### config.mk
export PLATFORM = sky130hd
export DESIGN_NAME = frame_rate_meter
export DESIGN_NICKNAME = d
export VERILOG_FILES = /design/src/hdl/frm_pkg.sv /design/src/hdl/frm_dp.sv /design/src/hdl/frm_ctrl.sv /design/src/hdl/frame_rate_meter.sv
export SDC_FILE = /design/constraint.sdc
export NUM_CORES = 2
export LEC_CHECK = 0
export ABC_AREA = 1
export ABC_CLOCK_PERIOD_IN_PS = 10000
export BUFFER_PORTS_ARGS = -buffer_cell sky130_fd_sc_hd__buf_2
export CORE_ASPECT_RATIO = 1.75
export CORE_UTILIZATION = 50
export DETAILED_ROUTE_END_ITERATION = 7
export PLACE_DENSITY_LB_ADDON = 0.25
export SLEW_MARGIN = 20
export SYNTH_ARGS = -nofsm -noshare
export SYNTH_HDL_FRONTEND = slang
export SYNTH_SLANG_ARGS = --single-unit
### constraint.sdc
create_clock -name clk -period 10 [get_ports clk]
set_clock_uncertainty 0.05 [all_clocks]
set_input_delay 3 -clock clk [delete_from_list [all_inputs] [get_ports clk]]
set_output_delay 3 -clock clk [all_outputs]
set_load 0.01 [all_outputs]
### src/hdl/frm_pkg.sv
`timescale 1ns / 1ps
// ----------------------------------------------------------------------------
// Frame rate meter package
// Shared widths, event codes, register map and the command and status
// bundles that pass between the controller and the datapath.
// ----------------------------------------------------------------------------
package frm_pkg;

	// Field widths.
	localparam int TS_W   = 48;
	localparam int RATE_W = 32;
	localparam int TUPS_W = 30;
	localparam int KIND_W = 2;
	localparam int FRAC_W = 8;

	// Event kinds carried on the input tuser.
	localparam logic [KIND_W-1:0] KIND_TICK   = 2'd0;
	localparam logic [KIND_W-1:0] KIND_STOP   = 2'd1;
	localparam logic [KIND_W-1:0] KIND_RESUME = 2'd2;

	// Register map.
	localparam int APB_AW = 3;
	localparam int APB_DW = 32;
	localparam logic [APB_AW-3:0] REG_TUPS = 1'd0;
	localparam logic [TUPS_W-1:0] TUPS_RESET = 30'd1000000;

	// Commands from the controller to the datapath.
	typedef struct packed {
		logic take;
		logic sub;
		logic add;
		logic mul;
		logic div;
		logic load_out;
	} frm_cmd_t;

	// Status from the datapath to the controller.
	typedef struct packed {
		logic tick_go;
		logic div_last;
	} frm_stat_t;

endpackage

### src/hdl/frm_dp.sv
`timescale 1ns / 1ps
// ----------------------------------------------------------------------------
// Frame rate meter datapath
// Holds the timing state, the ring of recent frame deltas, the running sum
// and a restoring divider that produces one quotient bit per cycle.
// ----------------------------------------------------------------------------
module frm_dp
	import frm_pkg::*;
#(
	parameter int WINDOW = 64
) (
	input  logic              clk,
	input  logic              arst_n,
	input  frm_cmd_t          cmd,
	output frm_stat_t         stat,
	input  logic [KIND_W-1:0] kind,
	input  logic [TS_W-1:0]   timestamp,
	input  logic [TUPS_W-1:0] tups,
	output logic [TS_W-1:0]   frame_delta,
	output logic [RATE_W-1:0] frame_rate
);

	localparam int AW  = $clog2(WINDOW);
	localparam int CW  = $clog2(WINDOW + 1);
	localparam int SW  = TS_W + AW;
	localparam int PW  = CW + TUPS_W;
	localparam int NW  = PW + FRAC_W;
	localparam int DCW = $clog2(NW + 1);

	logic              stopped_q;
	logic [TS_W-1:0]   ref_q;
	logic [TS_W-1:0]   held_q;
	logic [TS_W-1:0]   since_s1;
	logic [TS_W-1:0]   delta_q;
	logic [TS_W-1:0]   ring [WINDOW];
	logic [TS_W-1:0]   rd_q;
	logic [SW-1:0]     sum_q;
	logic [CW-1:0]     cnt_q;
	logic [AW-1:0]     wpos_q;
	logic [NW-1:0]     numer_q;
	logic [SW-1:0]     rem_q;
	logic [NW-1:0]     quot_q;
	logic [DCW-1:0]    dcnt_q;
	logic [TS_W-1:0]   out_delta_q;
	logic [RATE_W-1:0] out_rate_q;

	logic [TS_W-1:0]   elapsed;
	logic [TS_W:0]     delta_sum;
	logic              full;
	logic [PW-1:0]     prod;
	logic [SW:0]       trial;
	logic [SW:0]       trial_diff;
	logic              qbit;

	// Time since the reference, modulo the timestamp range.
	assign elapsed = timestamp - ref_q;
	assign full    = (cnt_q == CW'(WINDOW));

	// Frame delta before saturation.
	assign delta_sum = {1'b0, held_q} + {1'b0, since_s1};

	// Numerator product; the Q8 shift is applied when it is registered.
	assign prod = PW'(cnt_q) * PW'(tups);

	// One restoring division step.
	assign trial      = {rem_q, numer_q[NW-1]};
	assign trial_diff = trial - {1'b0, sum_q};
	assign qbit       = (trial >= {1'b0, sum_q});

	assign stat.tick_go  = (kind == KIND_TICK) && !stopped_q;
	assign stat.div_last = (dcnt_q == DCW'(1));

	assign frame_delta = out_delta_q;
	assign frame_rate  = out_rate_q;

	// Event handling and window bookkeeping.
	always_ff @(posedge clk or negedge arst_n) begin
		if (!arst_n) begin
			stopped_q <= 1'b0;
			ref_q     <= '0;
			held_q    <= '0;
			sum_q     <= '0;
			cnt_q     <= '0;
			wpos_q    <= '0;
		end else begin
			if (cmd.take) begin
				case (kind)
					KIND_STOP: begin
						stopped_q <= 1'b1;
						held_q    <= elapsed;
					end
					KIND_RESUME: begin
						if (stopped_q) begin
							ref_q <= timestamp;
						end
						stopped_q <= 1'b0;
					end
					KIND_TICK: begin
						if (!stopped_q) begin
							ref_q <= timestamp;
						end
					end
					default: begin
					end
				endcase
			end
			// Clear the held time and retire the oldest delta once the window is full.
			if (cmd.sub) begin
				held_q <= '0;
				if (full) begin
					sum_q <= sum_q - SW'(rd_q);
				end
			end
			if (cmd.add) begin
				sum_q  <= sum_q + SW'(delta_q);
				wpos_q <= (wpos_q == AW'(WINDOW - 1)) ? '0 : wpos_q + 1'b1;
				if (!full) begin
					cnt_q <= cnt_q + 1'b1;
				end
			end
		end
	end

	// Payload registers and the delta ring.
	always_ff @(posedge clk) begin
		rd_q <= ring[wpos_q];
		if (cmd.take) begin
			since_s1 <= elapsed;
		end
		if (cmd.sub) begin
			delta_q <= delta_sum[TS_W] ? '1 : delta_sum[TS_W-1:0];
		end
		if (cmd.add) begin
			ring[wpos_q] <= delta_q;
		end
	end

	// Divider. A zero sum makes every step succeed, so the quotient is all
	// ones and the rate saturates to its maximum.
	always_ff @(posedge clk) begin
		if (cmd.mul) begin
			numer_q <= {prod, FRAC_W'(0)};
			rem_q   <= '0;
			quot_q  <= '0;
			dcnt_q  <= DCW'(NW);
		end else if (cmd.div) begin
			numer_q <= {numer_q[NW-2:0], 1'b0};
			quot_q  <= {quot_q[NW-2:0], qbit};
			rem_q   <= qbit ? trial_diff[SW-1:0] : trial[SW-1:0];
			dcnt_q  <= dcnt_q - 1'b1;
		end
		if (cmd.load_out) begin
			out_delta_q <= delta_q;
			out_rate_q  <= (|quot_q[NW-1:RATE_W]) ? '1 : quot_q[RATE_W-1:0];
		end
	end

`ifndef NO_ASSERTIONS
	// The fill count never passes the window length.
	a_cnt_range: assert property (@(posedge clk) disable iff (!arst_n)
		cnt_q <= CW'(WINDOW))
		else $error("fill count exceeds window");

	// Until the ring is full the write position follows the fill count.
	a_wpos_track: assert property (@(posedge clk) disable iff (!arst_n)
		(cnt_q != CW'(WINDOW)) |-> (wpos_q == cnt_q[AW-1:0]))
		else $error("write position out of step with fill count");

	// A stop event always leaves the meter stopped.
	a_stop_sets: assert property (@(posedge clk) disable iff (!arst_n)
		(cmd.take && (kind == KIND_STOP)) |=> stopped_q)
		else $error("stop event did not stop the meter");
`endif

endmodule

### src/hdl/frm_ctrl.sv
`timescale 1ns / 1ps
// ----------------------------------------------------------------------------
// Frame rate meter controller
// Sequences one tick through window update, product, division and output,
// and owns the output valid flag.
// ----------------------------------------------------------------------------
module frm_ctrl
	import frm_pkg::*;
(
	input  logic      clk,
	input  logic      arst_n,
	input  logic      in_valid,
	output logic      in_ready,
	output logic      out_valid,
	input  logic      out_ready,
	input  frm_stat_t stat,
	output frm_cmd_t  cmd
);

	typedef enum logic [5:0] {
		S_IDLE = 6'b000001,
		S_SUB  = 6'b000010,
		S_ADD  = 6'b000100,
		S_MUL  = 6'b001000,
		S_DIV  = 6'b010000,
		S_DONE = 6'b100000
	} frm_state_t;

	frm_state_t state_q;
	frm_state_t state_d;
	logic       out_valid_q;

	assign in_ready  = (state_q == S_IDLE);
	assign out_valid = out_valid_q;

	// Command decode.
	always_comb begin
		cmd          = '0;
		cmd.take     = in_valid && in_ready;
		cmd.sub      = (state_q == S_SUB);
		cmd.add      = (state_q == S_ADD);
		cmd.mul      = (state_q == S_MUL);
		cmd.div      = (state_q == S_DIV);
		cmd.load_out = (state_q == S_DONE) && (!out_valid_q || out_ready);
	end

	// Next state.
	always_comb begin
		state_d = state_q;
		case (state_q)
			S_IDLE: begin
				if (cmd.take && stat.tick_go) begin
					state_d = S_SUB;
				end
			end
			S_SUB: begin
				state_d = S_ADD;
			end
			S_ADD: begin
				state_d = S_MUL;
			end
			S_MUL: begin
				state_d = S_DIV;
			end
			S_DIV: begin
				if (stat.div_last) begin
					state_d = S_DONE;
				end
			end
			S_DONE: begin
				if (cmd.load_out) begin
					state_d = S_IDLE;
				end
			end
			default: begin
				state_d = S_IDLE;
			end
		endcase
	end

	// State and output valid registers.
	always_ff @(posedge clk or negedge arst_n) begin
		if (!arst_n) begin
			state_q     <= S_IDLE;
			out_valid_q <= 1'b0;
		end else begin
			state_q <= state_d;
			if (cmd.load_out) begin
				out_valid_q <= 1'b1;
			end else if (out_ready) begin
				out_valid_q <= 1'b0;
			end
		end
	end

`ifndef NO_ASSERTIONS
	// A running tick starts the window update on the next cycle.
	a_tick_start: assert property (@(posedge clk) disable iff (!arst_n)
		(cmd.take && stat.tick_go) |=> (state_q == S_SUB))
		else $error("tick did not start processing");

	// The last division step hands over to the output stage.
	a_div_end: assert property (@(posedge clk) disable iff (!arst_n)
		((state_q == S_DIV) && stat.div_last) |=> (state_q == S_DONE))
		else $error("division did not finish");

	// Loading a result always presents it on the next cycle.
	a_load_valid: assert property (@(posedge clk) disable iff (!arst_n)
		cmd.load_out |=> out_valid_q)
		else $error("loaded result not presented");
`endif

endmodule

### src/hdl/frame_rate_meter.sv
`timescale 1ns / 1ps
// ----------------------------------------------------------------------------
// Frame rate meter
// Moving-average frame rate over timestamped tick, stop and resume events.
// ----------------------------------------------------------------------------
// Usage:
//   Input beats carry a 48-bit timestamp on s_axis_tdata and the event kind
//   on s_axis_tuser (tick, stop or resume). Stop, resume, unknown kinds and
//   ticks while stopped leave the meter idle and give no output beat.
//   A running tick gives one output beat with the frame delta and the
//   average rate in Q24.8 frames per second. After acceptance it passes
//   through the sub, add, mul, div and done states; in div the bit-serial
//   divider walks the numerator of NW = clog2(WINDOW+1) + 38 bits (45 at
//   the default window of 64). The input is held off until the result is loaded.
//   A finished result sits in the output register; the next beat is taken
//   while it waits. If the receiver stalls, a following tick waits in its
//   last stage until the output register is free.
//   time_units_per_second is written over the APB port at address 0. The user
//   must write it only while the meter is idle; the block does not enforce it.
//   Reset clears the stopped flag, reference and held times, the running sum,
//   the fill count and the write position; the ring needs no clearing.
// ----------------------------------------------------------------------------
module frame_rate_meter
	import frm_pkg::*;
#(
	parameter int WINDOW = 64
) (
	input  logic                clk,
	input  logic                arst_n,
	// APB configuration port.
	input  logic                psel,
	input  logic                penable,
	input  logic                pwrite,
	input  logic [APB_AW-1:0]   paddr,
	input  logic [APB_DW-1:0]   pwdata,
	output logic [APB_DW-1:0]   prdata,
	output logic                pready,
	// Event stream.
	input  logic                s_axis_tvalid,
	output logic                s_axis_tready,
	input  logic [TS_W-1:0]     s_axis_tdata,   // [47:0] timestamp
	input  logic [KIND_W-1:0]   s_axis_tuser,   // [1:0] kind
	// Result stream.
	output logic                m_axis_tvalid,
	input  logic                m_axis_tready,
	output logic [TS_W+RATE_W-1:0] m_axis_tdata // [47:0] frame_delta, [79:48] frame_rate
);

	logic [TUPS_W-1:0] tups_q;
	logic              reg_hit;
	frm_cmd_t          cmd;
	frm_stat_t         stat;
	logic [TS_W-1:0]   frame_delta;
	logic [RATE_W-1:0] frame_rate;

	// Register decode on the word address.
	assign reg_hit = (paddr[APB_AW-1:2] == REG_TUPS);
	assign pready  = 1'b1;
	assign prdata  = reg_hit ? APB_DW'(tups_q) : '0;

	// Timestamp units per second register.
	always_ff @(posedge clk or negedge arst_n) begin
		if (!arst_n) begin
			tups_q <= TUPS_RESET;
		end else if (psel && penable && pwrite && pready && reg_hit) begin
			tups_q <= pwdata[TUPS_W-1:0];
		end
	end

	frm_ctrl u_ctrl (
		.clk       (clk),
		.arst_n    (arst_n),
		.in_valid  (s_axis_tvalid),
		.in_ready  (s_axis_tready),
		.out_valid (m_axis_tvalid),
		.out_ready (m_axis_tready),
		.stat      (stat),
		.cmd       (cmd)
	);

	frm_dp #(
		.WINDOW (WINDOW)
	) u_dp (
		.clk         (clk),
		.arst_n      (arst_n),
		.cmd         (cmd),
		.stat        (stat),
		.kind        (s_axis_tuser),
		.timestamp   (s_axis_tdata),
		.tups        (tups_q),
		.frame_delta (frame_delta),
		.frame_rate  (frame_rate)
	);

	assign m_axis_tdata = {frame_rate, frame_delta};

endmodule
==> metrics.sh <==
MIN_PERIOD_NS=6.80
SYNTH_SEQ_AREA_SHARE=0.675
FINAL-HOLD-VIOLATION-COUNT=0
YOSYSWARNINGCOUNT=0
SETUP_WS_NS=3.20
POWER.DENSITY_mW_PER_MM2=277
SYNTH-SEQ-CELLS=3639
IOPINCOUNT=207
SYNTH.DISTINCT_CELLS=56
IO_BUFFERS=199
LAYOUT.CELLS.MOST_COMMON_LIST='sky130_fd_sc_hd__nand2_1, sky130_fd_sc_hd__edfxtp_1, sky130_fd_sc_hd__inv_1, sky130_fd_sc_hd__nor2_1, sky130_fd_sc_hd__a21oi_1'
MOST_COMMON_LIBRARY_CELL_IN_THE_LAYOUT_IGNORING_FILL_AND_TAPS='sky130_fd_sc_hd__nand2_1'
NETLIST_AREA_MM2=0.158
CTS.PATH.MAX_BUFFERS=4
TIMING.FINAL.MAX_SLEW_VIOLATIONS=0
LAYOUT-AREA-OVERHEAD-VS-SYNTH_PCT=11.1
SYN-INSTANCE-COUNT=13805
CLOCK_TREE.ROOT_CELL='sky130_fd_sc_hd__clkbuf_16'
FLOORPLAN.DIE.WIDTH_UM=427
HP-CLASS='register to register'
VIA_COUNT_OF_THE_FIRST_GLOBAL_ROUTING_PASS=108097
DRT_WL_TOTAL_MM=543
COREAREA_MM2=0.314
PRECTSSETUPSLACK_NS=3.16
POWER.STATIC_LEAKAGE_nW=66.6
SYNTH.AVG_CELL_AREA_UM2=11.5
DETAIL_ROUTE.FIRST_PASS.ITERATIONS=8
ROWS=272
NETS_FINISH=14552
TIMING.MAX_CAP.VIOLATIONS=0
POST_DRT_VIA_CELL_RATIO=6.04
GRT_START_MAX_NET_PINS=110
MAX-SLEW-MARGIN-REL=0.166
CTS_NUM_SINKS=3639
CTSHTREEMAXLEVEL=5
DETAILROUTE.VIA_COUNT=111492
NETLIST.TOP_CELL.BY_AREA='sky130_fd_sc_hd__edfxtp_1'
CRIT_ARRIVAL_NS=3.75
WIRE_PER_INST_UM=29.4
CTS.REPORTEDPATHS.CLKPINSLEW_NS=0.06
CHIPHEIGHT_UM=746
MOST_USED_FLIP_FLOP_CELL_AFTER_SYNTHESIS='sky130_fd_sc_hd__edfxtp_1'
FINAL_MIN_PERIOD_OVER_CLOCK_PERIOD=0.680
GLOBALPLACE.CONGESTION=1.07
GLOBAL_ROUTE.USAGE.TOTAL=0.336
ANT_NETS=0
GRT_SETUP_UNREPAIRED='no'
RUN_STATUS='completed'
DRT_ITER0_MARKERS=12966
CLK-INSERTION-DELAY-LATE_NS=0.97
CTS_TREE='done'
MIN_DELAY_PATH_DEPTH=2
ANTENNA_VIOLATIONS_BEFORE_REPAIR=43
SETUP_VIOL=0
HPWLAFTERDP_MM=337
POST_CTS_RESIZED=0
WORSTSETUPSTARTPOINTTYPE='primary input'
POWER.IR.VDD_WORST_V=0.000261
INITIAL_CELL_DENSITY_OF_THE_CORE=0.503
GRT_FIRST_PASS_WIRELENGTH_MM=758
TIMING_WORST_SETUP_PATH_TYPE='primary input to output pin'
DESIGN.DIE.AREA_MM2=0.319
ASYNC_FLOP_SHARE=0.0552
DRIVE_ABOVE_1_SHARE=0.0759
NETLIST.AREA_LEADER.SHARE=0.624
MAX_FREQ_GHz=0.147
POST_CTS_HOLD_BUFFER_COUNT=0
WORSTSETUPENDPOINTTYPE='output pin'
CTS_BUFFERS=331
POSTCTSSETUPBUFFERS=0
SETUP-TNS-FINAL_NS=0
SYNTH-EDFF-COUNT=3285
GLOBALROUTE.TOTALOVERFLOW=0
TIMING_WORST_SLEW_PIN_VALUE_NS=1.25
DRC=0
CP_MAX_FO=31
LARGEST_CELLS_BY_AREA_AFTER_SYNTHESIS='sky130_fd_sc_hd__edfxtp_1, sky130_fd_sc_hd__nand2_1, sky130_fd_sc_hd__inv_1, sky130_fd_sc_hd__dfrtp_1, sky130_fd_sc_hd__nor2_1'
FIN_UTIL=0.559
TIMING.REG2REG.WORST_PATH_DEPTH=19
WORSTPATHREQUIRED_NS=6.95
==> layer usage <==
layer,track usage,part of all wire,vias up
li1,-,-,48862
met1,0.360,0.32,54452
met2,0.580,0.50,6259
met3,0.0543,0.088,1899
met4,0.270,0.095,20
met5,0,0.00023,-
==> layout make-up <==
| cell class | count | area [µm²] |
|---|---|---|
| diodes | 44 | 110 |
| clock buffers | 423 | 8930 |
| clock inverters | 177 | 1670 |
| fillers | 26241 | 138000 |
| inverters | 1372 | 5210 |
| multi-input cells | 8254 | 44700 |
| flip-flops and latches | 3639 | 107000 |
| well taps | 4110 | 5140 |
| repair buffers | 453 | 3190 |
==> path summary, 6_finish.rpt <==
| check | start | endpoint | slack [ns] |
|---|---|---|---|
| setup reg to reg | u_dp.rd_q[0] | u_dp.sum_q[34] | 4.50 |
| setup / recovery | paddr[2] | prdata[5] | 3.20 |
| hold reg to reg | u_dp.dcnt_q[5] | u_dp.dcnt_q[5] | 0.44 |
| max in group asynchronous | arst_n | tups_q[1] | 6.76 |
| min in group asynchronous | arst_n | u_dp.held_q[17] | 1.89 |
| hold / removal | u_dp.dcnt_q[5] | u_dp.dcnt_q[5] | 0.44 |
==> synthesized netlist by cell type, drive strengths merged (23+ instances only) <==
library cell	n
a21oi	544
a221oi	219
a22o	123
a22oi	451
a31oi	26
and2	23
and3	58
buf	169
clkbuf	372
dfrtp	193
dfxtp	153
edfxtp	3285
fa	143
ha	266
inv	1371
nand2	3667
nand3	458
nand3b	28
nand4	448
nor2	954
nor3	81
o2111ai	23
o21ai	380
o21bai	33
o22ai	46
or2	34
xnor2	24
xor2	119
==> where the power goes <==
| group | leakage [nW] | switching [mW] | internal [mW] |
|---|---|---|---|
| registers | 33.2 | 0.545 | 18.4 |
| clock network | 5.17 | 5.74 | 6.94 |
| logic | 28.2 | 12.3 | 4.71 |
==> worst max-delay path: stages <==
cell,delay (ns)
sky130_fd_sc_hd__buf_2,0.46
sky130_fd_sc_hd__nor2_1,0.11
sky130_fd_sc_hd__buf_2,0.16
==> registers in the layout, summed over array words and instances (netlist names) <==
name / count
u_dp.wpos_q: 6
u_dp.cnt_q: 7
u_dp.ref_q: 48
u_dp.rem_q: 54
u_dp.rd_q: 48
u_dp.delta_q: 48
u_dp.since_s1: 48
u_dp.frame_rate: 32
u_dp.numer_q: 37
u_dp.dcnt_q: 6
tups_q: 30
u_dp.frame_delta: 48
u_dp.held_q: 48
u_dp.quot_q: 45
u_dp.ring: 3072
u_ctrl.out_valid: 1
u_ctrl.state_q: 6
u_dp.stopped_q: 1
u_dp.sum_q: 54
==> logic make-up (layout without fill, tap and decap cells) <==
| logic type | count (synthesis) | after routing | share of synthesized area |
|---|---|---|---|
| and+or+nand+nor | 5769 | 5769 | 0.152 |
| DFF | 3639 | 3639 | 0.675 |
| AOI/OAI and AO/OA | 1929 | 1929 | 0.0795 |
| buffers and inverters | 1913 | 2425 | 0.0465 |
| adders and majority gates | 409 | 409 | 0.0391 |
| xor gates and xnor gates | 143 | 143 | 0.00792 |
| other | 2 | 47 | 0.0000475 |
| muxes | 1 | 1 | 0.0000712 |
==> stage by stage <==
stage / instance area [µm²] / hold WS (ns) / total power [mW] / std cells
final: 176000 / 0.440 / 48.7 / 18472
after global routing: 176000 / 0.458 / 50.6 / 18442
after CTS: 176000 / 0.439 / 48.3 / 18428
after detailed placement: 165000 / 0.424 / 35.8 / 17828
after global placement: 165000 / 0.417 / 35.7 / 17824
after floorplan: 158000 / 0.379 / 29.5 / 13806
Note: power is estimated with default switching activity, not from simulation.
